[config.mk]
export PLATFORM = sky130hd
export DESIGN_NAME = rmto_shape
export DESIGN_NICKNAME = d
export VERILOG_FILES = /design/src/hdl/rmto_pkg.sv /design/src/hdl/rmto_shape.sv
export SDC_FILE = /design/constraint.sdc
export NUM_CORES = 2
export LEC_CHECK = 0
export BUFFER_PORTS_ARGS = -buffer_cell sky130_fd_sc_hd__clkbuf_2
export CAP_MARGIN = 20
export CORE_UTILIZATION = 53
export DETAILED_ROUTE_END_ITERATION = 12
export PLACE_DENSITY_LB_ADDON = 0.12
export SYNTH_ARGS = -nofsm -noshare
export SYNTH_HDL_FRONTEND = slang
export SYNTH_SLANG_ARGS = --single-unit
[constraint.sdc]
create_clock -name clk -period 12.6 [get_ports clk]
set_clock_uncertainty 0.2 [all_clocks]
set_input_delay 1.26 -clock clk [delete_from_list [all_inputs] [get_ports clk]]
set_output_delay 1.26 -clock clk [all_outputs]
set_load 0.01 [all_outputs]
[src/hdl/rmto_pkg.sv]
// Shared constants, status codes and bundle types for the row-major tensor offset core.
// Depends on nothing; every other file in hdl refers to it by scoped names.
package rmto_pkg;

    localparam int MAX_RANK   = 4;
    localparam int ADDR_BITS  = 32;
    localparam int DIM_BITS   = 16;
    localparam int NDIMS      = 4;
    localparam int RANK_LIMIT = (MAX_RANK < NDIMS) ? MAX_RANK : NDIMS;

    localparam int RANK_W = 3;
    localparam int STAT_W = 3;
    localparam int IDX_W  = $clog2(NDIMS);
    localparam int CNT_W  = $clog2(NDIMS + 1);
    localparam int CFG_W  = 16;
    localparam int PROD_W = ADDR_BITS + DIM_BITS;

    // Status codes.
    localparam logic [STAT_W-1:0] ST_OK       = 3'd0;
    localparam logic [STAT_W-1:0] ST_RANK     = 3'd1;
    localparam logic [STAT_W-1:0] ST_INDEX    = 3'd2;
    localparam logic [STAT_W-1:0] ST_ZERO     = 3'd3;
    localparam logic [STAT_W-1:0] ST_OVERFLOW = 3'd4;

    // Configuration register indexes.
    localparam logic [RANK_W-1:0] REG_RANK = 3'd0;
    localparam logic [RANK_W-1:0] REG_DIM0 = 3'd1;
    localparam logic [RANK_W-1:0] REG_LAST = 3'(NDIMS);

    typedef enum logic [2:0] {
        SH_IDLE   = 3'b001,
        SH_CHECK  = 3'b010,
        SH_STRIDE = 3'b100
    } shape_state_t;

    // Derived shape as seen by the request datapath.
    typedef struct packed {
        logic                                 busy;
        logic                                 rank_ok;
        logic [RANK_W-1:0]                    rank;
        logic [STAT_W-1:0]                    err;
        logic [IDX_W-1:0]                     fail;
        logic [NDIMS-1:0][DIM_BITS-1:0]       dim;
        logic [NDIMS-1:0][ADDR_BITS-1:0]      stride;
    } shape_t;

    // One lane's registered finding.
    typedef struct packed {
        logic                 bad;
        logic [ADDR_BITS-1:0] term;
    } lane_t;

    // Request-level control carried alongside the lanes.
    typedef struct packed {
        logic [STAT_W-1:0] err;
        logic [IDX_W-1:0]  fail;
        logic              rank_bad;
    } ctl_t;

endpackage

[src/hdl/rmto_shape.sv]
// Configuration registers and the sequencer that checks the shape and derives strides.
// Depends on rmto_pkg; uses one shared 32x16 multiplier, one dimension per cycle.
module rmto_shape
(
    input  logic                            clk,
    input  logic                            rst_n,
    input  logic                            cfg_write,
    input  logic [rmto_pkg::RANK_W-1:0]     cfg_index,
    input  logic [rmto_pkg::CFG_W-1:0]      cfg_data,
    output rmto_pkg::shape_t                shape
);

    rmto_pkg::shape_state_t                                  state_reg, state_next;
    logic [rmto_pkg::RANK_W-1:0]                             rank_reg, rank_next;
    logic [rmto_pkg::NDIMS-1:0][rmto_pkg::DIM_BITS-1:0]      dim_reg, dim_next;
    logic [rmto_pkg::NDIMS-1:0][rmto_pkg::ADDR_BITS-1:0]     stride_reg, stride_next;
    logic [rmto_pkg::STAT_W-1:0]                             err_reg, err_next;
    logic [rmto_pkg::IDX_W-1:0]                              fail_reg, fail_next;
    logic [rmto_pkg::CNT_W-1:0]                              step_reg, step_next;
    logic [rmto_pkg::ADDR_BITS-1:0]                          count_reg, count_next;

    logic                                                    rank_ok;
    logic [rmto_pkg::CNT_W-1:0]                              step_dec;
    logic [rmto_pkg::IDX_W-1:0]                              step_idx;
    logic [rmto_pkg::ADDR_BITS-1:0]                          mul_a;
    logic [rmto_pkg::DIM_BITS-1:0]                           mul_b;
    logic [rmto_pkg::PROD_W-1:0]                             prod;
    logic                                                    cfg_hit;

    assign rank_ok  = (rank_reg <= rmto_pkg::RANK_W'(rmto_pkg::RANK_LIMIT));
    assign step_dec = step_reg - 1'b1;
    assign step_idx = step_reg[rmto_pkg::IDX_W-1:0];
    assign mul_a    = (state_reg == rmto_pkg::SH_CHECK) ? count_reg : stride_reg[step_idx];
    assign mul_b    = dim_reg[step_idx];
    assign prod     = mul_a * mul_b;
    assign cfg_hit  = cfg_write && (cfg_index <= rmto_pkg::REG_LAST);

    always_comb
    begin
        state_next  = state_reg;
        rank_next   = rank_reg;
        dim_next    = dim_reg;
        stride_next = stride_reg;
        err_next    = err_reg;
        fail_next   = fail_reg;
        step_next   = step_reg;
        count_next  = count_reg;

        unique case (state_reg)
            rmto_pkg::SH_IDLE:
            begin
            end
            rmto_pkg::SH_CHECK:
            begin
                // Forward pass: zero sizes and element-count overflow, outermost first.
                if (!rank_ok)
                begin
                    state_next = rmto_pkg::SH_IDLE;
                end
                else if (step_reg == rank_reg)
                begin
                    if (rank_reg >= 3'd2)
                    begin
                        state_next = rmto_pkg::SH_STRIDE;
                        step_next  = rank_reg - 1'b1;
                    end
                    else
                    begin
                        state_next = rmto_pkg::SH_IDLE;
                    end
                end
                else if (mul_b == '0)
                begin
                    err_next   = rmto_pkg::ST_ZERO;
                    fail_next  = step_idx;
                    state_next = rmto_pkg::SH_IDLE;
                end
                else if (prod[rmto_pkg::PROD_W-1:rmto_pkg::ADDR_BITS] != '0)
                begin
                    err_next   = rmto_pkg::ST_OVERFLOW;
                    fail_next  = step_idx;
                    state_next = rmto_pkg::SH_IDLE;
                end
                else
                begin
                    count_next = prod[rmto_pkg::ADDR_BITS-1:0];
                    step_next  = step_reg + 1'b1;
                end
            end
            rmto_pkg::SH_STRIDE:
            begin
                // Backward pass: each stride is the next stride times the next size.
                stride_next[step_dec[rmto_pkg::IDX_W-1:0]] = prod[rmto_pkg::ADDR_BITS-1:0];
                step_next = step_dec;
                if (step_reg == 3'd1)
                begin
                    state_next = rmto_pkg::SH_IDLE;
                end
            end
            default:
            begin
                state_next = rmto_pkg::SH_IDLE;
            end
        endcase

        // A write to a register index up to REG_LAST restarts the derivation from scratch.
        if (cfg_hit)
        begin
            if (cfg_index == rmto_pkg::REG_RANK)
            begin
                rank_next = cfg_data[rmto_pkg::RANK_W-1:0];
            end
            else
            begin
                dim_next[rmto_pkg::IDX_W'(cfg_index - rmto_pkg::REG_DIM0)] =
                    cfg_data[rmto_pkg::DIM_BITS-1:0];
            end
            for (int d = 0; d < rmto_pkg::NDIMS; d++)
            begin
                stride_next[d] = rmto_pkg::ADDR_BITS'(1);
            end
            err_next   = rmto_pkg::ST_OK;
            fail_next  = '0;
            step_next  = '0;
            count_next = rmto_pkg::ADDR_BITS'(1);
            state_next = rmto_pkg::SH_CHECK;
        end
    end

    always_ff @(posedge clk or negedge rst_n)
    begin
        if (!rst_n)
        begin
            state_reg <= rmto_pkg::SH_IDLE;
            rank_reg  <= rmto_pkg::RANK_W'(1);
            for (int d = 0; d < rmto_pkg::NDIMS; d++)
            begin
                dim_reg[d]    <= rmto_pkg::DIM_BITS'(1);
                stride_reg[d] <= rmto_pkg::ADDR_BITS'(1);
            end
            err_reg   <= rmto_pkg::ST_OK;
            fail_reg  <= '0;
            step_reg  <= '0;
            count_reg <= rmto_pkg::ADDR_BITS'(1);
        end
        else
        begin
            state_reg  <= state_next;
            rank_reg   <= rank_next;
            dim_reg    <= dim_next;
            stride_reg <= stride_next;
            err_reg    <= err_next;
            fail_reg   <= fail_next;
            step_reg   <= step_next;
            count_reg  <= count_next;
        end
    end

    assign shape.busy    = (state_reg != rmto_pkg::SH_IDLE);
    assign shape.rank_ok = rank_ok;
    assign shape.rank    = rank_reg;
    assign shape.err     = err_reg;
    assign shape.fail    = fail_reg;
    assign shape.dim     = dim_reg;
    assign shape.stride  = stride_reg;

endmodule

==> results.toml <==
[drt]
drt-pass1-iter-count = 7
vias_after_detailed_routing = 22480
drt_first_iter_violations = 1928
finalWirelength_mm = 92.30
route.antenna.remaining_nets = 0
viasPerCell = 5.906
wire_per_inst_um = 24.24
post-route-drc-count = 0

[critical_path]
criticalPathCategory = "reg2reg"
worst_path_fanout_max = 50
worst_setup_path_end_kind = "flip-flop"
cp.required_ns = 12.87
worst-endpoint-arrival_ns = 10.70
startpoint_type = "flip-flop"

[timing]
fin_hold_ws_ns = 0.3102
report.final.hold_viol_count = 0
max_clock_freq_mhz = 95.80
final.period_utilization = 0.8284
maxSlewViolCount = 0
final-setup-viol-count = 0
tightest_slew_ns = 1.231
timing.final.ws_setup_ns = 2.162
post-route-min-period_ns = 10.44
max_slew_margin = 0.1556
final.setup.tns_ns = 0
setup_repair_after_global_routing_missed_its_margin = "false"

[status]
result_of_the_run = "complete, no violations"

[yosys]
number_of_enable_flip_flop_cells_after_synthesis = 0
synth.yosys.warnings = 0
syn_inst = 2948
syn_area_um2 = 27520
ys_dominant_reg_cell = "dfrtp_1"
synth.ff_latch_count = 237
seq_area_frac_synth = 0.2160
asyncSetResetFlopFracSynth = 1.000
mappedNetlistNets = 3515
post_synthesis_mean_instance_area_um2 = 9.334
ys_types = 80

[global_route]
grt_util_all_layers = 0.3560
grt_start_max_net_pins = 108
globalRouteOverflowTotal = 0
wire_length_of_the_first_global_routing_pass_mm = 141.9
initial_antenna_violation_count = 1
first_global_vias = 23500

[clock_tree]
clk_latency_ns = 0.57
cts_made_buffers = 25
cts-root-buf = "clkbuf_16"
htree_levels = 1
post_cts_resized = 0
tritoncts_clock_tree = "built"
postCtsSetupRepairBufs = 0
clk_transition_reported_paths_ns = 0.06
cts_hold_repair.buffers = 0
clock_sinks = 237
cts.path.max_buffers = 3

[final_layout]
largest_register_ffs = 192
layout-drive-gt1-share = 0.1679
post_layout_nonfiller_instances = 3807
sequential_cell_area_um2 = 5952
antenna_cells_inserted = 0
multi_input_comb_area_um2 = 19290
finalNetCount = 3676
n_fill_cell = 4498
area_growth_syn_to_layout_pct = 9.703

[die]
fp.dieW_um = 229.9
design.die.area_um2 = 52840
placeableCoreArea_um2 = 51300
die_h_um = 229.9
starting_density_of_the_core = 0.5364
num_rows = 83
io-pin-count = 224

[run]
max_cap_viol_count = 0

[place]
hpwl_mm = 71.28
total_instance_count_after_detailed_placement = 3759
io_buffers = 223
detailedPlace.worstSlack_ns = 2.217
gp_congestion = 1.004

[min_path]
holdCritPathClass = "reg2reg"
cells in the mapped netlist, types with 10 or more instances:
library cell	n	area, um2
a21o_1	10	75.07
o21ai_1	16	80.08
a21oi_1	87	435.4
xor2_1	11	96.34
nor2b_1	24	150.1
buf_2	15	75.07
nand3_1	21	105.1
nand2b_1	27	168.9
nor3_1	19	95.09
ha_1	127	1589
o21ai_0	144	720.7
mux2_2	106	1194
clkbuf_1	108	405.4
inv_1	443	1663
nand2_1	483	1813
o211ai_1	11	82.58
dfrtp_1	226	5655
o21a_1	23	172.7
xnor2_1	24	210.2
mux2i_1	75	750.7
buf_1	12	45.04
nand4_1	24	150.1
nor2_1	300	1126
a22o_1	13	113.9
mux4_2	33	743.2
fa_1	418	8368
dfstp_2	11	289.0
and2_1	11	68.82
area by class of cell:
class | count | area share
Clock buffer | 33 | 0.02371
Clock inverter | 12 | 0.003855
Inverter | 444 | 0.05521
Multi-Input combinational cell | 2117 | 0.6392
Sequential cell | 237 | 0.1972
Tap cell | 680 | 0.02818
Timing Repair Buffer | 284 | 0.05272
worst paths after layout:
check	slack, ns	from	cells after the start	to
setup / recovery	2.16	step_reg[0]	24	count_reg[7]
hold / removal	0.31	shape[18]	2	shape[18]
setup reg to reg	2.16	step_reg[0]	24	count_reg[7]
hold reg to reg	0.31	shape[18]	2	shape[18]
max in group asynchronous	9.49	rst_n	3	shape[171]
min in group asynchronous	0.54	rst_n	1	shape[103]
worst max-delay path, stage by stage, from the launching register on:
cell      delay, ns
dfrtp_4        0.78
buf_4          0.64
mux4_2         0.64
mux2i_1        0.84
nor2_1         0.14
fa_1           0.54
inv_1          0.05
fa_1           0.55
fa_1           0.43
fa_1           0.51
fa_1           0.43
fa_1           0.49
inv_1          0.04
ha_1           0.41
a21oi_1        0.36
o31ai_2        0.14
a21oi_1        0.43
o31ai_1        0.19
a221oi_1       0.32
nand4_1        0.13
a311oi_1       0.29
nand4_1        0.29
nor3_4         0.50
and2_4         0.65
mux2i_1        0.27
cells in the final DEF (no fill, tap or decap), types with 25 or more instances in the layout:
master,n
mux2_2,106
o21ai_0,138
dfrtp_1,224
nor2_1,296
clkbuf_2,222
mux4_2,33
mux2i_1,75
ha_1,127
fa_1,418
a21oi_1,87
inv_1,443
buf_4,60
nand2b_1,27
nand2_1,482
clkbuf_16,25
per-stage QoR:
stage | cell area, um2 | utilization
3_3_place_gp | 29320 | 0.5715
6_report | 30190 | 0.5884
4_1_cts | 30160 | 0.5878
3_5_place_dp | 29330 | 0.5716
2_1_floorplan | 27520 | -
5_1_grt | 30190 | 0.5884
layer usage:
layer  global-route usage  vias to the layer above  part of all wire
met5                    0                        -                 0
met4               0.1262                        0             0.039
met3              0.06944                      207             0.091
met2               0.5664                     1152              0.46
met1               0.4871                    11470              0.40
li1                     -                     9655                 -
cells by family (layout without fill, tap and decap cells):
group | after synthesis | count (layout) | share of synthesized area
AOI/OAI and AO/OA | 364 | 364 | 0.08053
xor gates and xnor gates | 35 | 35 | 0.01114
adders and majority gates | 545 | 545 | 0.3618
buffers and inverters | 594 | 773 | 0.08516
DFF | 237 | 237 | 0.2160
muxes | 214 | 214 | 0.09767
and+or+nand+nor | 959 | 959 | 0.1476
Power is left out: the tool's default activity adds up to more than one toggle a clock period on the data nets, which glitch-free logic cannot reach.
