### config.mk
export PLATFORM = sky130hd
export DESIGN_NAME = rmto_lane
export DESIGN_NICKNAME = d
export VERILOG_FILES = /design/src/hdl/rmto_pkg.sv /design/src/hdl/rmto_lane.sv
export SDC_FILE = /design/constraint.sdc
export NUM_CORES = 1
export LEC_CHECK = 0
export BUFFER_PORTS_ARGS = -buffer_cell sky130_fd_sc_hd__buf_2
export CORE_UTILIZATION = 50
export DETAILED_ROUTE_END_ITERATION = 10
export GPL_ROUTABILITY_DRIVEN = 0
export PLACE_DENSITY = 0.74
export SLEW_MARGIN = 5
export SYNTH_ARGS = -nofsm -noshare
export SYNTH_HDL_FRONTEND = slang
export SYNTH_SLANG_ARGS = --single-unit
### constraint.sdc
create_clock -name clk -period 6.9 [get_ports clk]
set_input_delay 1.38 -clock clk [delete_from_list [all_inputs] [get_ports clk]]
set_output_delay 1.38 -clock clk [all_outputs]
set_load 0.1 [all_outputs]
### src/hdl/rmto_pkg.sv
// Shared constants, status codes and bundle types for the row-major tensor offset core.
// Depends on nothing; every other file in hdl refers to it by scoped names.
package rmto_pkg;

    localparam int MAX_RANK   = 4;
    localparam int ADDR_BITS  = 32;
    localparam int DIM_BITS   = 16;
    localparam int NDIMS      = 4;
    localparam int RANK_LIMIT = (MAX_RANK < NDIMS) ? MAX_RANK : NDIMS;

    localparam int RANK_W = 3;
    localparam int STAT_W = 3;
    localparam int IDX_W  = $clog2(NDIMS);
    localparam int CNT_W  = $clog2(NDIMS + 1);
    localparam int CFG_W  = 16;
    localparam int PROD_W = ADDR_BITS + DIM_BITS;

    // Status codes.
    localparam logic [STAT_W-1:0] ST_OK       = 3'd0;
    localparam logic [STAT_W-1:0] ST_RANK     = 3'd1;
    localparam logic [STAT_W-1:0] ST_INDEX    = 3'd2;
    localparam logic [STAT_W-1:0] ST_ZERO     = 3'd3;
    localparam logic [STAT_W-1:0] ST_OVERFLOW = 3'd4;

    // Configuration register indexes.
    localparam logic [RANK_W-1:0] REG_RANK = 3'd0;
    localparam logic [RANK_W-1:0] REG_DIM0 = 3'd1;
    localparam logic [RANK_W-1:0] REG_LAST = 3'(NDIMS);

    typedef enum logic [2:0] {
        SH_IDLE   = 3'b001,
        SH_CHECK  = 3'b010,
        SH_STRIDE = 3'b100
    } shape_state_t;

    // Derived shape as seen by the request datapath.
    typedef struct packed {
        logic                                 busy;
        logic                                 rank_ok;
        logic [RANK_W-1:0]                    rank;
        logic [STAT_W-1:0]                    err;
        logic [IDX_W-1:0]                     fail;
        logic [NDIMS-1:0][DIM_BITS-1:0]       dim;
        logic [NDIMS-1:0][ADDR_BITS-1:0]      stride;
    } shape_t;

    // One lane's registered finding.
    typedef struct packed {
        logic                 bad;
        logic [ADDR_BITS-1:0] term;
    } lane_t;

    // Request-level control carried alongside the lanes.
    typedef struct packed {
        logic [STAT_W-1:0] err;
        logic [IDX_W-1:0]  fail;
        logic              rank_bad;
    } ctl_t;

endpackage

### src/hdl/rmto_lane.sv
// One index lane: range check and index-times-stride product, registered.
// Depends on rmto_pkg; one copy per tensor dimension.
module rmto_lane
(
    input  logic                             clk,
    input  logic                             load,
    input  logic                             active,
    input  logic [rmto_pkg::DIM_BITS-1:0]    idx,
    input  logic [rmto_pkg::DIM_BITS-1:0]    dim,
    input  logic [rmto_pkg::ADDR_BITS-1:0]   stride,
    output rmto_pkg::lane_t                  lane
);

    rmto_pkg::lane_t                  lane_reg, lane_next;
    logic [rmto_pkg::PROD_W-1:0]      prod;

    assign prod = idx * stride;

    always_comb
    begin
        lane_next.bad  = active && (idx >= dim);
        lane_next.term = active ? prod[rmto_pkg::ADDR_BITS-1:0] : '0;
    end

    always_ff @(posedge clk)
    begin
        if (load)
        begin
            lane_reg <= lane_next;
        end
    end

    assign lane = lane_reg;

endmodule

==> results of run 1 <==
synth_stat cells, drive strengths merged, types with 3 or more instances:
library cell	count	share of area, %
a211o	3	0.20
a211oi	6	0.44
nand2	240	6.9
o21ai	16	0.61
fa	304	47
xnor2	40	2.7
nor3	4	0.15
nand3	6	0.23
nor2	11	0.32
inv	356	10
a21oi	19	0.76
clkbuf	59	1.7
and3	4	0.19
nand2b	5	0.24
xor2	12	0.80
buf	3	0.11
o31ai	3	0.21
ha	81	7.8
o21a	4	0.23
a21o	18	1.0
and2	188	9.0
o211ai	4	0.31
edfxtp	33	7.6
worst max-delay path, delay by kind of cell:
kind            cells  cell delay, ns
xor+xnor            1            0.14
fa+ha+maj           7            3.39
simple gates        4            0.56
buf+inv             6            0.82
compound gates      2            0.48
cells by family (layout without fill, tap and decap cells):
kind of cell,after synthesis,count (layout),share of synthesized area [%]
buf+inv,418,581,12.0
compound gates,90,90,5.10
xor+xnor,52,52,3.49
simple gates,466,466,17.5
fa+ha+maj,385,385,54.3
flops,33,33,7.58
through the flow:
step | hold WS (ns) | std cells | util [%] | TNS [ns]
6_report | 1.66 | 1937 | 58.7 | 0
5_1_grt | 1.71 | 1937 | 58.7 | -0.109
4_1_cts | 1.68 | 1936 | 58.2 | 0
3_5_place_dp | 1.98 | 1928 | 57.7 | -1.86
3_3_place_gp | 1.97 | 1928 | 57.7 | -0.791
2_1_floorplan | 1.49 | 1444 | - | -0.00412
layout make-up:
cell class                 instances  area, sq um
multi-input combinational        993        10600
fill                            2209        10500
timing repair buffer             217         1430
inverter                         356         1340
sequential                        33          991
tap                              330          413
clock buffer                       5          125
clock inverter                     3         12.5
repair_timing:
item                       CTS  global route
gates resized for setup      0            34
buffers inserted             0             1
setup endpoints to repair    0            15
path summary, 6_finish.rpt:
path	slack (ns)	from	end	depth (start not counted)
worst max-delay path	0.18	idx[10]	lane[30]$_SDFFCE_PN0P_	20
worst min-delay path	1.66	dim[11]	lane[32]$_DFFE_PP_	5
per-layer routing:
metal,up-vias,part of all wire [%],GRT usage (%)
met2,401,51,46.4
li1,4521,-,-
met1,5128,37,31.9
met3,104,5.3,3.15
met5,-,0,0
met4,0,6.0,14.7
==> flow_summary.json, run 1 <==
{
  "yosys_register_bits": 33,
  "average_size_of_a_mapped_cell_sq_um": 9.05,
  "antenna_violating_nets_post_route": 0,
  "netlist_instances": 1444,
  "n_antenna_cell": 0,
  "grt_usage_pct": 26.6,
  "synth_edf_count": 33,
  "cts_tree": "built",
  "first_global_vias": 10993,
  "drt_pre_antenna_iters": 5,
  "drt-vias-per-instance": 5.24,
  "worst_path_max_delay_cell": "sky130_fd_sc_hd__fa_1",
  "synth_flop_cell": "sky130_fd_sc_hd__edfxtp_1",
  "clockBufferDepth": 2,
  "timing.fmax_ghz": 0.149,
  "floorplan.io_pins": 100,
  "cts_made_buffers": 5,
  "first_pass_grt_wire_length_mm": 54.6,
  "synthToLayoutAreaGrowth_pct": 14.1,
  "layout.cell_area.non_filler_sq_um": 14900,
  "vias": 10154,
  "numClockSinks": 33,
  "initial_utilization_pct": 51.4,
  "floorplan.die.width_um": 164,
  "async_flop_share_pct": 0,
  "most_repeated_library_cell_on_the_critical_path": "sky130_fd_sc_hd__fa_1",
  "count_of_distinct_cell_types_in_the_synthesized_netlist": 50,
  "max_cap_viol_count": 0,
  "fin_ws_ns": 0.176,
  "h-tree-depth": 2,
  "final_common_cell": "sky130_fd_sc_hd__inv_1",
  "core_area_sq_um": 25400,
  "finalSetupViolations": 0,
  "grt_overflow": 0,
  "cp-start-kind": "input pin",
  "hold_path.class": "in -> reg",
  "drt-wirelength-per-cell_um": 17.2,
  "crit_path_end_kind": "flip-flop",
  "hold_viol_final": 0,
  "rsz0062_at_grt": "yes",
  "run_status": "finished clean",
  "route.detailed.drc": 0,
  "slew_headroom_pct": 51.3,
  "initialDrtViolationCount": 423,
  "grt_start_max_net_pins": 37,
  "synth.yosys.warnings": 0,
  "cts.clk_slew.worst_paths_ns": 0.06,
  "mostFrequentLayoutCells": "sky130_fd_sc_hd__inv_1 (356), sky130_fd_sc_hd__fa_1 (303), sky130_fd_sc_hd__nand2_1 (240)",
  "postRouteWirelength_mm": 33.3,
  "port_buffers": 99,
  "worst-endpoint-required_ns": 6.94,
  "fin_crit_sh_pct": 97.4,
  "synthesis.area_sq_um": 13100,
  "place_worst_setup_slack_ns": -0.227,
  "number_of_flip_flops_in_the_largest_register": 33,
  "floorplan.rows": 58,
  "cp_data_arrival_time_ns": 6.77,
  "syn-num-nets": 1896,
  "post-route-min-period_ns": 6.72,
  "worst_slew_pin_slew_ns": 0.731,
  "die_h_um": 164,
  "critical_path.cell_chain": "buf_2, buf_4, nand2_1, fa_1, inv_1, fa_1, fa_1, fa_1, fa_1, inv_1, fa_1, inv_1, ha_1, and3_1, nand2_1, buf_4, o311ai_4, o22ai_1, xnor2_1, and2_1",
  "drive_gt1_share_pct": 15.3,
  "placed_area_sq_um": 14600,
  "path_max_fanout": 10,
  "number_of_nets_in_the_layout": 2058,
  "yosysSeqAreaShare_pct": 7.58,
  "antenna_found_initial": 0,
  "place.detailed.hpwl_mm": 28.6,
  "timing.final.max_slew_violations": 0,
  "clk_root_buffer_cell": "sky130_fd_sc_hd__clkbuf_16",
  "timing.critical_path.slowest_cell_delay_ns": 0.59,
  "worstSetupPathType": "in -> reg",
  "die_area_sq_um": 26800,
  "cts.hold.buffers_added": 0
}
Power of run 1 is not shown: default switching activity piles up to over one toggle a cycle in this logic, so the estimate is an artifact.
==> run 2: changes to the inputs <==
Settings changed: REMOVE_ABC_BUFFERS set to 1.
==> flow_summary.json, run 2 (same netlist as run 1, synthesis figures left out) <==
{
  "hold_slack_ns": 1.73,
  "h-tree-depth": 2,
  "place.detailed.hpwl_mm": 28.0,
  "initialDrtViolationCount": 514,
  "die_h_um": 164,
  "mostFrequentLayoutCells": "sky130_fd_sc_hd__inv_1 (356), sky130_fd_sc_hd__fa_1 (304), sky130_fd_sc_hd__nand2_1 (240)",
  "final_util_pct": 58.3,
  "fillers": 2220,
  "worstSetupPathType": "in -> reg",
  "setup_tns_after_final_layout_ns": 0,
  "critical_path.cell_chain": "clkbuf_4, and2_1, fa_1, inv_1, fa_1, fa_1, inv_1, fa_1, fa_1, inv_1, fa_1, inv_1, ha_1, a211oi_1, o21ai_0, o2111ai_1, o211ai_2, o31a_1, a31oi_1, xnor2_1, and2_1",
  "fin_crit_sh_pct": 97.4,
  "cts.hold.buffers_added": 0,
  "post_cts.resized_instances": 0,
  "floorplan.io_pins": 100,
  "n_antenna_cell": 0,
  "timing.critical_path.slowest_cell_delay_ns": 0.54,
  "drt_pre_antenna_iters": 6,
  "core_area_sq_um": 25400,
  "grt_start_max_net_pins": 37,
  "number_of_flip_flops_in_the_largest_register": 33,
  "antenna_violating_nets_post_route": 0,
  "port_buffers": 99,
  "clockBufferDepth": 2,
  "post-route-min-period_ns": 6.72,
  "antenna_found_initial": 2,
  "finalSetupViolations": 0,
  "postRouteWirelength_mm": 31.7,
  "worst_slew_pin_slew_ns": 0.781,
  "layout.cells.non_filler": 1929,
  "timing.fmax_ghz": 0.149,
  "grt_usage_pct": 25.2,
  "drt-vias-per-instance": 5.16,
  "cts_setup_buffers": 0,
  "final_common_cell": "sky130_fd_sc_hd__inv_1",
  "number_of_nets_in_the_layout": 2051,
  "slew_headroom_pct": 47.5,
  "crit_path_end_kind": "flip-flop",
  "cp_data_arrival_time_ns": 6.75,
  "rsz0062_at_grt": "no",
  "timing.hold.worst_endpoint": "lane[4]$_SDFFCE_PN0P_",
  "grt_overflow": 0,
  "vias": 9958,
  "floorplan.rows": 58,
  "first_pass_grt_wire_length_mm": 52.2,
  "max_cap_viol_count": 0,
  "first_global_vias": 10744,
  "cts_made_buffers": 5,
  "drive_gt1_share_pct": 14.3,
  "worst_hold_startpoint": "load",
  "initial_utilization_pct": 51.4,
  "path_max_fanout": 15,
  "die_area_sq_um": 26800,
  "floorplan.die.width_um": 164,
  "dp_cells": 1922,
  "synthToLayoutAreaGrowth_pct": 13.2,
  "worst_path_max_delay_cell": "sky130_fd_sc_hd__fa_1",
  "run_status": "finished clean",
  "numClockSinks": 33,
  "drt-wirelength-per-cell_um": 16.5,
  "cts_tree": "built",
  "route.detailed.drc": 0,
  "cts.clk_slew.worst_paths_ns": 0.06,
  "hold_path.class": "in -> reg",
  "clk_root_buffer_cell": "sky130_fd_sc_hd__clkbuf_16",
  "worst-endpoint-required_ns": 6.93,
  "hold_path_depth": 1,
  "cp-start-kind": "input pin",
  "most_repeated_library_cell_on_the_critical_path": "sky130_fd_sc_hd__fa_1",
  "hold_viol_final": 0,
  "timing.final.max_slew_violations": 0
}
==> run 2: cell count changes in the layout (fill, tap and decap cells not counted), moves of 3 or more <==
cell	delta
sky130_fd_sc_hd__buf_4	-14
sky130_fd_sc_hd__buf_12	+3
sky130_fd_sc_hd__ha_4	-3
sky130_fd_sc_hd__ha_1	+4
sky130_fd_sc_hd__buf_2	+6
==> run 2: worst max path at each step <==
stage	start	slack, ns	endpoint
floorplan	stride[10]	0.36	lane[30]$_SDFFCE_PN0P_
detailed placement	idx[1]	-0.20	lane[31]$_SDFFCE_PN0P_
CTS	idx[1]	0.07	lane[31]$_SDFFCE_PN0P_
finish	idx[4]	0.18	lane[29]$_SDFFCE_PN0P_
global route	stride[9]	0.002	lane[29]$_SDFFCE_PN0P_
global placement	idx[1]	-0.1	lane[31]$_SDFFCE_PN0P_
==> run 2: final cells by class <==
class	count	area (sq um)	area share, %
clock buffer	6	129	0.871
multi-input combinational	993	10500	71.1
tap	330	413	2.79
inverter	356	1340	9.03
clock inverter	1	3.75	0.0254
sequential	33	991	6.70
timing repair buffer	210	1400	9.49
==> run 2: metrics by stage <==
stage	cell area, sq um	worst slack, ns
2_1_floorplan	12800	0.360
3_5_place_dp	14600	-0.199
3_3_place_gp	14600	-0.0990
6_report	14800	0.181
5_1_grt	14800	0.00198
4_1_cts	14800	0.0674
==> run 2: critical path, delay by kind of cell <==
family | cells | cell delay (ns)
simple gates | 2 | 0.37
fa+ha+maj | 7 | 3.30
xor+xnor | 1 | 0.08
compound gates | 6 | 1.18
buf+inv | 5 | 0.40
==> run 2: layer usage <==
layer	global-route usage, %	vias up	share of wire [%]
li1	-	4499	-
met1	29.6	5043	37
met2	46.3	338	53
met3	3.28	76	5.6
met4	10.1	2	4.1
met5	0	-	0.035
Power of run 2 is left out for the same reason.
