`config.mk`:
```
export PLATFORM = sky130hd
export DESIGN_NAME = rmto_merge
export DESIGN_NICKNAME = d
export VERILOG_FILES = /design/src/hdl/rmto_pkg.sv /design/src/hdl/rmto_merge.sv
export SDC_FILE = /design/constraint.sdc
export NUM_CORES = 1
export LEC_CHECK = 0
export BUFFER_PORTS_ARGS = -buffer_cell sky130_fd_sc_hd__clkbuf_2
export CAP_MARGIN = 20
export CORE_MARGIN = 8
export CORE_UTILIZATION = 40
export DETAILED_ROUTE_END_ITERATION = 10
export GPL_TIMING_DRIVEN = 1
export PLACE_DENSITY = 0.77
export SLEW_MARGIN = 25
export SYNTH_ARGS = -nofsm -noshare
export SYNTH_HDL_FRONTEND = slang
export SYNTH_SLANG_ARGS = --single-unit
```
`constraint.sdc`:
```
create_clock -name clk -period 4.05 [get_ports clk]
set_input_delay 0.405 -clock clk [delete_from_list [all_inputs] [get_ports clk]]
set_output_delay 0.405 -clock clk [all_outputs]
set_load 0.01 [all_outputs]
```
`src/hdl/rmto_pkg.sv`:
```
// Shared constants, status codes and bundle types for the row-major tensor offset core.
// Depends on nothing; every other file in hdl refers to it by scoped names.
package rmto_pkg;

    localparam int MAX_RANK   = 4;
    localparam int ADDR_BITS  = 32;
    localparam int DIM_BITS   = 16;
    localparam int NDIMS      = 4;
    localparam int RANK_LIMIT = (MAX_RANK < NDIMS) ? MAX_RANK : NDIMS;

    localparam int RANK_W = 3;
    localparam int STAT_W = 3;
    localparam int IDX_W  = $clog2(NDIMS);
    localparam int CNT_W  = $clog2(NDIMS + 1);
    localparam int CFG_W  = 16;
    localparam int PROD_W = ADDR_BITS + DIM_BITS;

    // Status codes.
    localparam logic [STAT_W-1:0] ST_OK       = 3'd0;
    localparam logic [STAT_W-1:0] ST_RANK     = 3'd1;
    localparam logic [STAT_W-1:0] ST_INDEX    = 3'd2;
    localparam logic [STAT_W-1:0] ST_ZERO     = 3'd3;
    localparam logic [STAT_W-1:0] ST_OVERFLOW = 3'd4;

    // Configuration register indexes.
    localparam logic [RANK_W-1:0] REG_RANK = 3'd0;
    localparam logic [RANK_W-1:0] REG_DIM0 = 3'd1;
    localparam logic [RANK_W-1:0] REG_LAST = 3'(NDIMS);

    typedef enum logic [2:0] {
        SH_IDLE   = 3'b001,
        SH_CHECK  = 3'b010,
        SH_STRIDE = 3'b100
    } shape_state_t;

    // Derived shape as seen by the request datapath.
    typedef struct packed {
        logic                                 busy;
        logic                                 rank_ok;
        logic [RANK_W-1:0]                    rank;
        logic [STAT_W-1:0]                    err;
        logic [IDX_W-1:0]                     fail;
        logic [NDIMS-1:0][DIM_BITS-1:0]       dim;
        logic [NDIMS-1:0][ADDR_BITS-1:0]      stride;
    } shape_t;

    // One lane's registered finding.
    typedef struct packed {
        logic                 bad;
        logic [ADDR_BITS-1:0] term;
    } lane_t;

    // Request-level control carried alongside the lanes.
    typedef struct packed {
        logic [STAT_W-1:0] err;
        logic [IDX_W-1:0]  fail;
        logic              rank_bad;
    } ctl_t;

endpackage

```
`src/hdl/rmto_merge.sv`:
```
// Merge stage: sums the lane terms, picks the status by priority and holds the result beat.
// Depends on rmto_pkg; fed by the rmto_lane registers and the request control register.
module rmto_merge
(
    input  logic                                   clk,
    input  logic                                   rst_n,
    input  logic                                   s1_valid,
    input  rmto_pkg::lane_t [rmto_pkg::NDIMS-1:0]  lanes,
    input  rmto_pkg::ctl_t                         ctl,
    output logic                                   s1_ready,
    output logic                                   out_valid,
    input  logic                                   out_stall,
    output logic [rmto_pkg::ADDR_BITS-1:0]         flat_offset,
    output logic [rmto_pkg::STAT_W-1:0]            status,
    output logic [rmto_pkg::IDX_W-1:0]             failing_dimension
);

    logic                              valid_reg, valid_next;
    logic [rmto_pkg::ADDR_BITS-1:0]    offset_reg, offset_next;
    logic [rmto_pkg::STAT_W-1:0]       status_reg, status_next;
    logic [rmto_pkg::IDX_W-1:0]        fail_reg, fail_next;
    logic [rmto_pkg::ADDR_BITS-1:0]    sum;
    logic                              any_bad;
    logic [rmto_pkg::IDX_W-1:0]        first_bad;

    assign s1_ready = !valid_reg || !out_stall;

    always_comb
    begin
        sum       = '0;
        any_bad   = 1'b0;
        first_bad = '0;
        for (int d = 0; d < rmto_pkg::NDIMS; d++)
        begin
            sum = sum + lanes[d].term;
            if (lanes[d].bad && !any_bad)
            begin
                any_bad   = 1'b1;
                first_bad = rmto_pkg::IDX_W'(d);
            end
        end
    end

    always_comb
    begin
        offset_next = '0;
        fail_next   = '0;
        priority if (ctl.err != rmto_pkg::ST_OK)
        begin
            status_next = ctl.err;
            fail_next   = ctl.fail;
        end
        else if (ctl.rank_bad)
        begin
            status_next = rmto_pkg::ST_RANK;
        end
        else if (any_bad)
        begin
            status_next = rmto_pkg::ST_INDEX;
            fail_next   = first_bad;
        end
        else
        begin
            status_next = rmto_pkg::ST_OK;
            offset_next = sum;
        end
        valid_next = s1_ready ? s1_valid : valid_reg;
    end

    always_ff @(posedge clk or negedge rst_n)
    begin
        if (!rst_n)
        begin
            valid_reg <= 1'b0;
        end
        else
        begin
            valid_reg <= valid_next;
        end
    end

    always_ff @(posedge clk)
    begin
        if (s1_valid && s1_ready)
        begin
            offset_reg <= offset_next;
            status_reg <= status_next;
            fail_reg   <= fail_next;
        end
    end

    assign out_valid         = valid_reg;
    assign flat_offset       = offset_reg;
    assign status            = status_reg;
    assign failing_dimension = fail_reg;

endmodule

```
==> impl_metrics.tcl, run 1 <==
set metrics [dict create \
    maxCapViolCount 0 \
    fmax_mhz 276.3 \
    grt_max_degree 38 \
    syn_area_sq_um 4917 \
    die_area_sq_um 16100 \
    grt_setup_unrepaired "no" \
    cts_setup_buffers 0 \
    grt_antenna_before_repair 0 \
    die_y_microns 126.9 \
    worstPathRequired_ns 4.06 \
    dr.pass1.iters 4 \
    drc 0 \
    cp_top_family "adder cells" \
    p_comb_frac 0.610 \
    cts_htree_levels 2 \
    dr_total_vias 4127 \
    hp-class "in2reg" \
    avgViaCountPerCell 4.744 \
    relSlewSlack 0.4177 \
    r2r-start "out_valid$_DFFE_PN0N_" \
    sw_frac_of_total 0.4086 \
    slew_viol_final 0 \
    startpoint "lanes[1]" \
    skew_ns 0.004060 \
    ys_warn_count 0 \
    yosysSeqAreaShare 0.2310 \
    critical_path.most_common_cell "fa_1" \
    path_clk_slew_ns 0.06 \
    arrival_ns 3.63 \
    first_global_vias 4513 \
    ir_worst_vdd_mv 0.1918 \
    clkLatencyLatePin_ns 0.28 \
    synth-seq-cells 38 \
    p_leak_nw 3.501 \
    synth-edff-count 37 \
    dp_hpwl_mm 10.63 \
    io_buffers 180 \
    drtAntennaViolNets 0 \
    avgSynthCellArea_sq_um 9.140 \
    io_pins 181 \
    dp.cells 861 \
    syn_inst 538 \
    worstPathMaxFanout 4 \
    power-per-cell-area_nw_per_um2 404.2 \
    fin_crit_ns 3.619 \
    finalSetupViolations 0 \
    async_reset_ff_frac 0.02632 \
    diodes 0 \
    cp_cell_sequence "clkbuf_2, fa_1, fa_1, ha_1, fa_1, a21o_1, a221o_1, a221oi_4, o211ai_2, a31oi_1, xor2_1, nor2_1" \
    worstHoldStart "s1_valid" \
    fin_cells 870 \
    synth_top_area_share 0.2524 \
    seq_area_sq_um 1136 \
    gp_congestion 0.8422 \
    yosys-top-cells-area "fa_1, edfxtp_1, inv_1" \
    min_period_over_period 0.8936 \
    syn2layout_area_growth_pct 26.16 \
    core-area_sq_um 12010 \
    hold_violations 0 \
    clkSinkCount 38 \
    wl_mm 12.08 \
    start_util 0.4094 \
    path_class "in2reg" \
    synthFlopType "edfxtp_1" \
    p_sw_mw 1.024 \
    yosys.cell_types.count 57 \
    wire_per_inst_microns 13.89 \
    multi_input_area_sq_um 3098 \
    p_int_mw 1.483 \
    slowest_stage "fa_1" \
    setup-tns-final_ns 0 \
    grt-ovfl-total 0 \
    cts_buffer_depth 2 \
    max_stage_delay_ns 0.55 \
    yosys.area.top_type "fa_1" \
    layout-drive-gt1-share 0.2835 \
    numCtsBuffers 5 \
    cts_tree "yes" \
    worst_pin_slew_ns 0.8734 \
    pwr-share-clk 0.209 \
    cp-start-kind "input port" \
    nets 957 \
    cts_root_buf "clkbuf_16" \
    drtIter0Drc 169 \
    syn_nets 773 \
    endpoint_kind "flop" \
    largest_register_ffs 32 \
    seq_power_share 0.181 \
    status "finished clean" \
    grt_use_total 0.1535 \
    nFillCells 1133 \
    crit_buf_inv 1 \
    die_x_microns 126.9 \
    row_count 40 \
    grt_first_pass_wirelength_mm 20.50 \
]
[cells in the final DEF (no fill, tap or decap), drive strengths merged, types with 8 or more instances in the layout]
master / netlist / final
clkbuf: 5 / 186
inv: 172 / 172
fa: 62 / 62
nor2: 38 / 38
edfxtp: 37 / 37
ha: 31 / 31
a21oi: 21 / 21
nand2: 20 / 20
a21o: 17 / 17
and3: 16 / 16
xnor2: 15 / 15
xor2: 14 / 14
o21ai: 13 / 13
a31oi: 8 / 8
[power groups by stage]
| stage | sequential (mW) | combinational (mW) | clock [mW] |
|---|---|---|---|
| floorplan | 0.472 | 1.14 | 0 |
| global placement | 0.462 | 1.51 | 0 |
| detailed placement | 0.463 | 1.52 | 0 |
| CTS | 0.455 | 1.53 | 0.532 |
| global route | 0.456 | 1.72 | 0.548 |
| finish | 0.454 | 1.53 | 0.524 |
[per-stage QoR]
| step | hold WS [ns] | setup slack (ns) | instance area (sq um) | util | total power [mW] |
|---|---|---|---|---|---|
| after CTS | 0.3215 | 0.4202 | 6203 | 0.5165 | 2.521 |
| final | 0.3262 | 0.4310 | 6203 | 0.5165 | 2.507 |
| after detailed placement | 0.1825 | 0.1578 | 5995 | 0.4991 | 1.984 |
| after global placement | 0.1801 | 0.2174 | 5995 | 0.4991 | 1.968 |
| after floorplan | 0.1094 | 0.4795 | 4917 | - | 1.613 |
| after global routing | 0.3189 | 0.2419 | 6203 | 0.5165 | 2.728 |
[layout make-up]
cell class / instances / area share
Clock buffer: 6 / 0.02239
Clock inverter: 2 / 0.009681
Inverter: 172 / 0.1041
Multi-Input combinational cell: 320 / 0.4994
Sequential cell: 38 / 0.1831
Tap cell: 147 / 0.02965
Timing Repair Buffer: 185 / 0.1517
[metal layers]
metal / share of wire / track usage / vias up
li1: - / - / 2062
met2: 0.50 / 0.2747 / 128
met1: 0.43 / 0.1839 / 1927
met3: 0.064 / 0.03477 / 10
met4: 0.010 / 0.03079 / 0
met5: 0 / 0 / -
[cells by family (layout without fill, tap and decap cells)]
family / count (synthesis) / after routing / synth area share
buffers and inverters: 180 / 365 / 0.1392
and+or+nand+nor: 105 / 105 / 0.1087
adders and majority gates: 93 / 93 / 0.3313
AOI/OAI and AO/OA: 93 / 93 / 0.1382
DFF: 38 / 38 / 0.2310
xor gates and xnor gates: 29 / 29 / 0.05166
[what timing repair did]
action                    4_1_cts  5_1_grt
hold endpoints to repair        1        0
hold buffers                    1        0
resized for setup               0        0
[path summary, 6_finish.rpt]
path | to | slack, ns | cells past startpoint
setup / recovery | flat_offset[25]$_SDFFCE_PP0P_ | 0.43 | 12
hold / removal | out_valid$_DFFE_PN0N_ | 0.33 | 2
setup reg to reg | flat_offset[17]$_SDFFCE_PP0P_ | 2.45 | 2
hold reg to reg | out_valid$_DFFE_PN0N_ | 0.53 | 2
max in group asynchronous | out_valid$_DFFE_PN0N_ | 3.52 | 2
min in group asynchronous | out_valid$_DFFE_PN0N_ | 0.45 | 2
[Yosys cell counts (2+ instances only)]
cell type  instances
a211oi_1           3
a21o_1            17
a21oi_1           20
a221o_1            4
a31oi_1            5
a31oi_2            3
a41oi_1            2
and2_1             6
and3_1            16
and4_1             3
clkbuf_1           5
edfxtp_1          37
fa_1              62
ha_1              31
inv_1            172
nand2_1           20
nand2b_1           2
nand3_1            3
nor2_1            38
nor3_1             4
nor3b_1            2
nor4_1             2
o21a_1             5
o21ai_0           10
o21ai_1            2
o21bai_1           4
o31ai_1            2
or3_1              2
xnor2_1           15
xor2_1            14
(Power assumes the default switching activity.)
==> run 2, diff against run 1 <==
CAP_MARGIN = not set   (was 20)
CORE_UTILIZATION = 55   (was 40)
PLACE_DENSITY = 0.95   (was 0.77)
==> impl_metrics.tcl, run 2 (synthesis gave the netlist of run 1 again) <==
set metrics [dict create \
    status "finished clean" \
    cts_tree "yes" \
    finalSetupViolations 0 \
    dr_total_vias 4330 \
    core-area_sq_um 8678 \
    slew_viol_final 0 \
    min_period_over_period 0.9087 \
    largest_register_ffs 32 \
    die_y_microns 110.6 \
    io_pins 181 \
    path_class "in2reg" \
    clkLatencyLatePin_ns 0.30 \
    relSlewSlack 0.4386 \
    drtIter0Drc 252 \
    grt-ovfl-total 0 \
    grt_setup_unrepaired "no" \
    io_buffers 180 \
    maxCapViolCount 0 \
    die_x_microns 110.6 \
    fmax_mhz 271.7 \
    row_count 34 \
    start_util 0.5666 \
    cts_setup_buffers 0 \
    clkSinkCount 38 \
    endpoint_kind "flop" \
    avgViaCountPerCell 5.204 \
    diodes 0 \
    grt_max_degree 38 \
    cts_htree_levels 2 \
    die_area_sq_um 12220 \
    wl_mm 12.91 \
    p_leak_nw 3.460 \
    cts_buffer_depth 2 \
    nets 958 \
    worstPathRequired_ns 4.08 \
    worstPathMaxFanout 4 \
    fin_crit_ns 3.680 \
    syn2layout_area_growth_pct 23.59 \
    setup-tns-final_ns 0 \
    worst_pin_slew_ns 0.8421 \
    final_common_cell "clkbuf_2" \
    ir_worst_vdd_mv 0.1818 \
    first_global_vias 4725 \
    cp-start-kind "input port" \
    drc 0 \
    hold_violations 0 \
    dp_slack_ns 0.06860 \
    hp-class "in2reg" \
    gp_congestion 0.8203 \
    power_mw 2.343 \
    grt_first_pass_wirelength_mm 21.62 \
    wire_per_inst_microns 15.52 \
    cts_root_buf "clkbuf_8" \
    final_cell_mix "clkbuf_2, inv_1, fa_1" \
    grt_antenna_before_repair 0 \
    grt_use_total 0.2094 \
    drtAntennaViolNets 0 \
    power-per-cell-area_nw_per_um2 385.5 \
    arrival_ns 3.71 \
    layout-drive-gt1-share 0.2845 \
    layout_setup_ws_ns 0.3697 \
    skew_ns 0.005093 \
    path_clk_slew_ns 0.08 \
    dp_hpwl_mm 11.45 \
    dr.pass1.iters 6 \
    numCtsBuffers 5 \
]
[run 2: path summary, 6_finish.rpt]
kind	endpoint	startpoint	slack (ns)	cells after the start
hold reg to reg	out_valid$_DFFE_PN0N_	out_valid$_DFFE_PN0N_	0.55	2
min in group asynchronous	out_valid$_DFFE_PN0N_	rst_n	0.41	2
setup reg to reg	flat_offset[6]$_SDFFCE_PP0P_	out_valid$_DFFE_PN0N_	2.46	2
max in group asynchronous	out_valid$_DFFE_PN0N_	rst_n	3.55	2
setup / recovery	flat_offset[29]$_SDFFCE_PP0P_	lanes[1]	0.37	12
hold / removal	status[2]$_SDFFCE_PP0P_	ctl[5]	0.33	1
[run 2: routing by layer]
| metal | share of wire | GRT usage | wire, microns |
|---|---|---|---|
| met5 | 0 | 0 | 0 |
| met4 | 0.032 | 0.08468 | 408 |
| met3 | 0.075 | 0.04383 | 970 |
| met2 | 0.50 | 0.3720 | 6406 |
| met1 | 0.40 | 0.2384 | 5125 |
[run 2: layout make-up]
type | count | area (sq um)
Multi-Input combinational cell | 320 | 3098
Timing Repair Buffer | 186 | 948.4
Clock inverter | 3 | 45.04
Inverter | 172 | 645.6
Clock buffer | 5 | 68.82
Fill cell | 644 | 2601
Tap cell | 108 | 135.1
Sequential cell | 38 | 1136
[run 2: what timing repair did]
item,in CTS,in global routing
gates resized for setup,0,0
hold buffers,1,0
endpoints found under the hold margin,1,0
[run 2: power by group]
part / total [mW] / leakage [nW] / switching (mW) / internal [mW]
combinational: 1.56 / 3.03 / 0.891 / 0.668
clock: 0.329 / 0.0504 / 0.145 / 0.183
sequential: 0.455 / 0.381 / 0.00581 / 0.449
[run 2: through the flow]
step | cells | hold slack, ns | util | cell area (sq um)
finish | 832 | 0.3287 | 0.7003 | 6077
global route | 832 | 0.3291 | 0.7003 | 6077
CTS | 832 | 0.3290 | 0.7003 | 6077
detailed placement | 823 | 0.1843 | 0.6860 | 5953
global placement | 823 | 0.1801 | 0.6860 | 5953
floorplan | 538 | 0.1094 | - | 4917
[run 2: critical path: stages]
cell	delay (ns)
clkbuf_2	0.10
fa_1	0.56
fa_1	0.43
ha_1	0.23
fa_1	0.40
a21o_1	0.19
a221o_1	0.40
a221oi_4	0.36
o211ai_2	0.18
a31oi_1	0.20
xor2_1	0.19
nor2_1	0.06
==> run 3, diff against run 2 <==
CORE_ASPECT_RATIO = 0.6   (was not set)
CORE_UTILIZATION = 40   (was 55)
PLACE_DENSITY = 0.77   (was 0.95)
==> impl_metrics.tcl, run 3 (synthesis gave the netlist of run 1 again) <==
set metrics [dict create \
    grt_first_pass_wirelength_mm 20.80 \
    clkSinkCount 38 \
    cp_cell_sequence "clkbuf_2, fa_1, fa_1, ha_1, fa_1, a21o_1, a221o_1, a221oi_4, o211ai_2, a31oi_1, xor2_1, nor2_1" \
    nFillCells 1138 \
    critical_path.most_common_cell "fa_1" \
    final_cell_mix "clkbuf_2, inv_1, fa_1" \
    fin_cells 889 \
    maxCapViolCount 0 \
    io_pins 181 \
    grt_use_total 0.1550 \
    drtIter0Drc 179 \
    finalSetupViolations 0 \
    avgViaCountPerCell 4.691 \
    dr_total_vias 4170 \
    grt_antenna_before_repair 0 \
    reg2reg_slack_ns 2.45 \
    dp_hpwl_mm 10.99 \
    fin_crit_ns 3.668 \
    dp.cells 880 \
    syn2layout_area_growth_pct 25.50 \
    worstPathRequired_ns 4.07 \
    min_period_over_period 0.9056 \
    p_leak_nw 3.474 \
    worst_pin_slew_ns 0.8894 \
    final_common_cell "clkbuf_2" \
    cts_htree_levels 2 \
    r2r_cells 2 \
    drtAntennaViolNets 0 \
    gp_congestion 0.8500 \
    cts_root_buf "clkbuf_16" \
    post-route-util 0.5132 \
    r2r-start "out_valid$_DFFE_PN0N_" \
    path_class "in2reg" \
    io_buffers 180 \
    ir_worst_vdd_mv 0.1520 \
    skew_ns 0.007179 \
    largest_register_ffs 32 \
    cp-start-kind "input port" \
    status "finished clean" \
    drc 0 \
    first_global_vias 4344 \
    core-area_sq_um 12020 \
    sw_frac_of_total 0.4342 \
    crit_end "flat_offset[25]$_SDFFCE_PP0P_" \
    cts_tree "yes" \
    max_stage_delay_ns 0.56 \
    grt-ovfl-total 0 \
    cts_setup_buffers 0 \
    r2r_end "flat_offset[23]$_SDFFCE_PP0P_" \
    relSlewSlack 0.4071 \
    layout-drive-gt1-share 0.2804 \
    wire_per_inst_microns 13.96 \
    p_sw_mw 1.034 \
    wl_met1_mm 6.013 \
    die_y_microns 101.9 \
    dr.pass1.iters 5 \
    nets 958 \
    p_int_mw 1.347 \
    cts_buffer_depth 2 \
    diodes 0 \
    setup-tns-final_ns 0 \
    routed.top_layer "met4" \
    fmax_mhz 272.6 \
    wl_met2_mm 5.391 \
    die_area_sq_um 16210 \
    hp-class "in2reg" \
    min_path_cells 1 \
    slew_viol_final 0 \
    p_comb_frac 0.653 \
    grt_max_degree 38 \
    endpoint_kind "flop" \
    slowest_stage "fa_1" \
    clkLatencyLatePin_ns 0.27 \
    start_util 0.4089 \
    row_count 31 \
    wl_mm 12.41 \
    path_clk_slew_ns 0.06 \
    dr_wl_met3_microns 934 \
    numCtsBuffers 5 \
    worstPathMaxFanout 4 \
    power-per-cell-area_nw_per_um2 385.8 \
    arrival_ns 3.68 \
    hold_violations 0 \
    die_x_microns 159.1 \
    hold_buffers 1 \
    startpoint "lanes[1]" \
    seq_power_share 0.191 \
    cts_resized 0 \
    finalHoldWorstSlack_ns 0.3370 \
    pwr-share-clk 0.156 \
    grt_setup_unrepaired "no" \
]
-- run 3: cell types whose count changed in the layout (fill, tap and decap cells not counted), sizes merged --
cell and delta:
clkbuf +3, clkinvlp -2, bufinv -1
-- run 3: area by class of cell --
cell class	count	area, sq um	share of cell area
Multi-Input combinational cell	320	3098	0.5020
Timing Repair Buffer	186	948.4	0.1537
Sequential cell	38	1136	0.1841
Clock buffer	8	136.4	0.02210
Tap cell	165	206.4	0.03345
Inverter	172	645.6	0.1046
-- run 3: power by group through the flow --
| stage | logic (mW) | registers, mW | clock network (mW) |
|---|---|---|---|
| 2_1_floorplan | 1.14 | 0.472 | 0 |
| 3_3_place_gp | 1.52 | 0.463 | 0 |
| 3_5_place_dp | 1.54 | 0.463 | 0 |
| 4_1_cts | 1.55 | 0.455 | 0.380 |
| 5_1_grt | 1.75 | 0.456 | 0.390 |
| 6_report | 1.55 | 0.455 | 0.372 |
-- run 3: worst min-delay path by stage --
| stage | startpoint | end |
|---|---|---|
| after floorplan | rst_n | out_valid$_DFFE_PN0N_ |
| after global placement | rst_n | out_valid$_DFFE_PN0N_ |
| after detailed placement | rst_n | out_valid$_DFFE_PN0N_ |
| after CTS | ctl[5] | status[2]$_SDFFCE_PP0P_ |
| after global routing | ctl[5] | status[2]$_SDFFCE_PP0P_ |
| final | ctl[5] | status[2]$_SDFFCE_PP0P_ |
-- run 3: stage by stage --
stage               total power, mW  instance area [sq um]  worst slack, ns
finish                        2.381                   6171           0.3821
global route                  2.600                   6171           0.2022
CTS                           2.388                   6171           0.3489
detailed placement            2.002                   6025           0.1062
global placement              1.982                   6025           0.2078
floorplan                     1.613                   4917           0.4795
-- run 3: per-layer routing --
metal | GRT usage | vias to the layer above
met2 | 0.2474 | 162
met1 | 0.2145 | 1930
met3 | 0.03862 | 6
li1 | - | 2072
met4 | 0.02379 | 0
met5 | 0 | -
-- run 3: critical path, delay by kind of cell --
kind,cells,cell delay [ns]
fa+ha+maj,4,1.63
xor+xnor,1,0.18
buf+inv,1,0.09
compound gates,5,1.31
simple gates,1,0.05
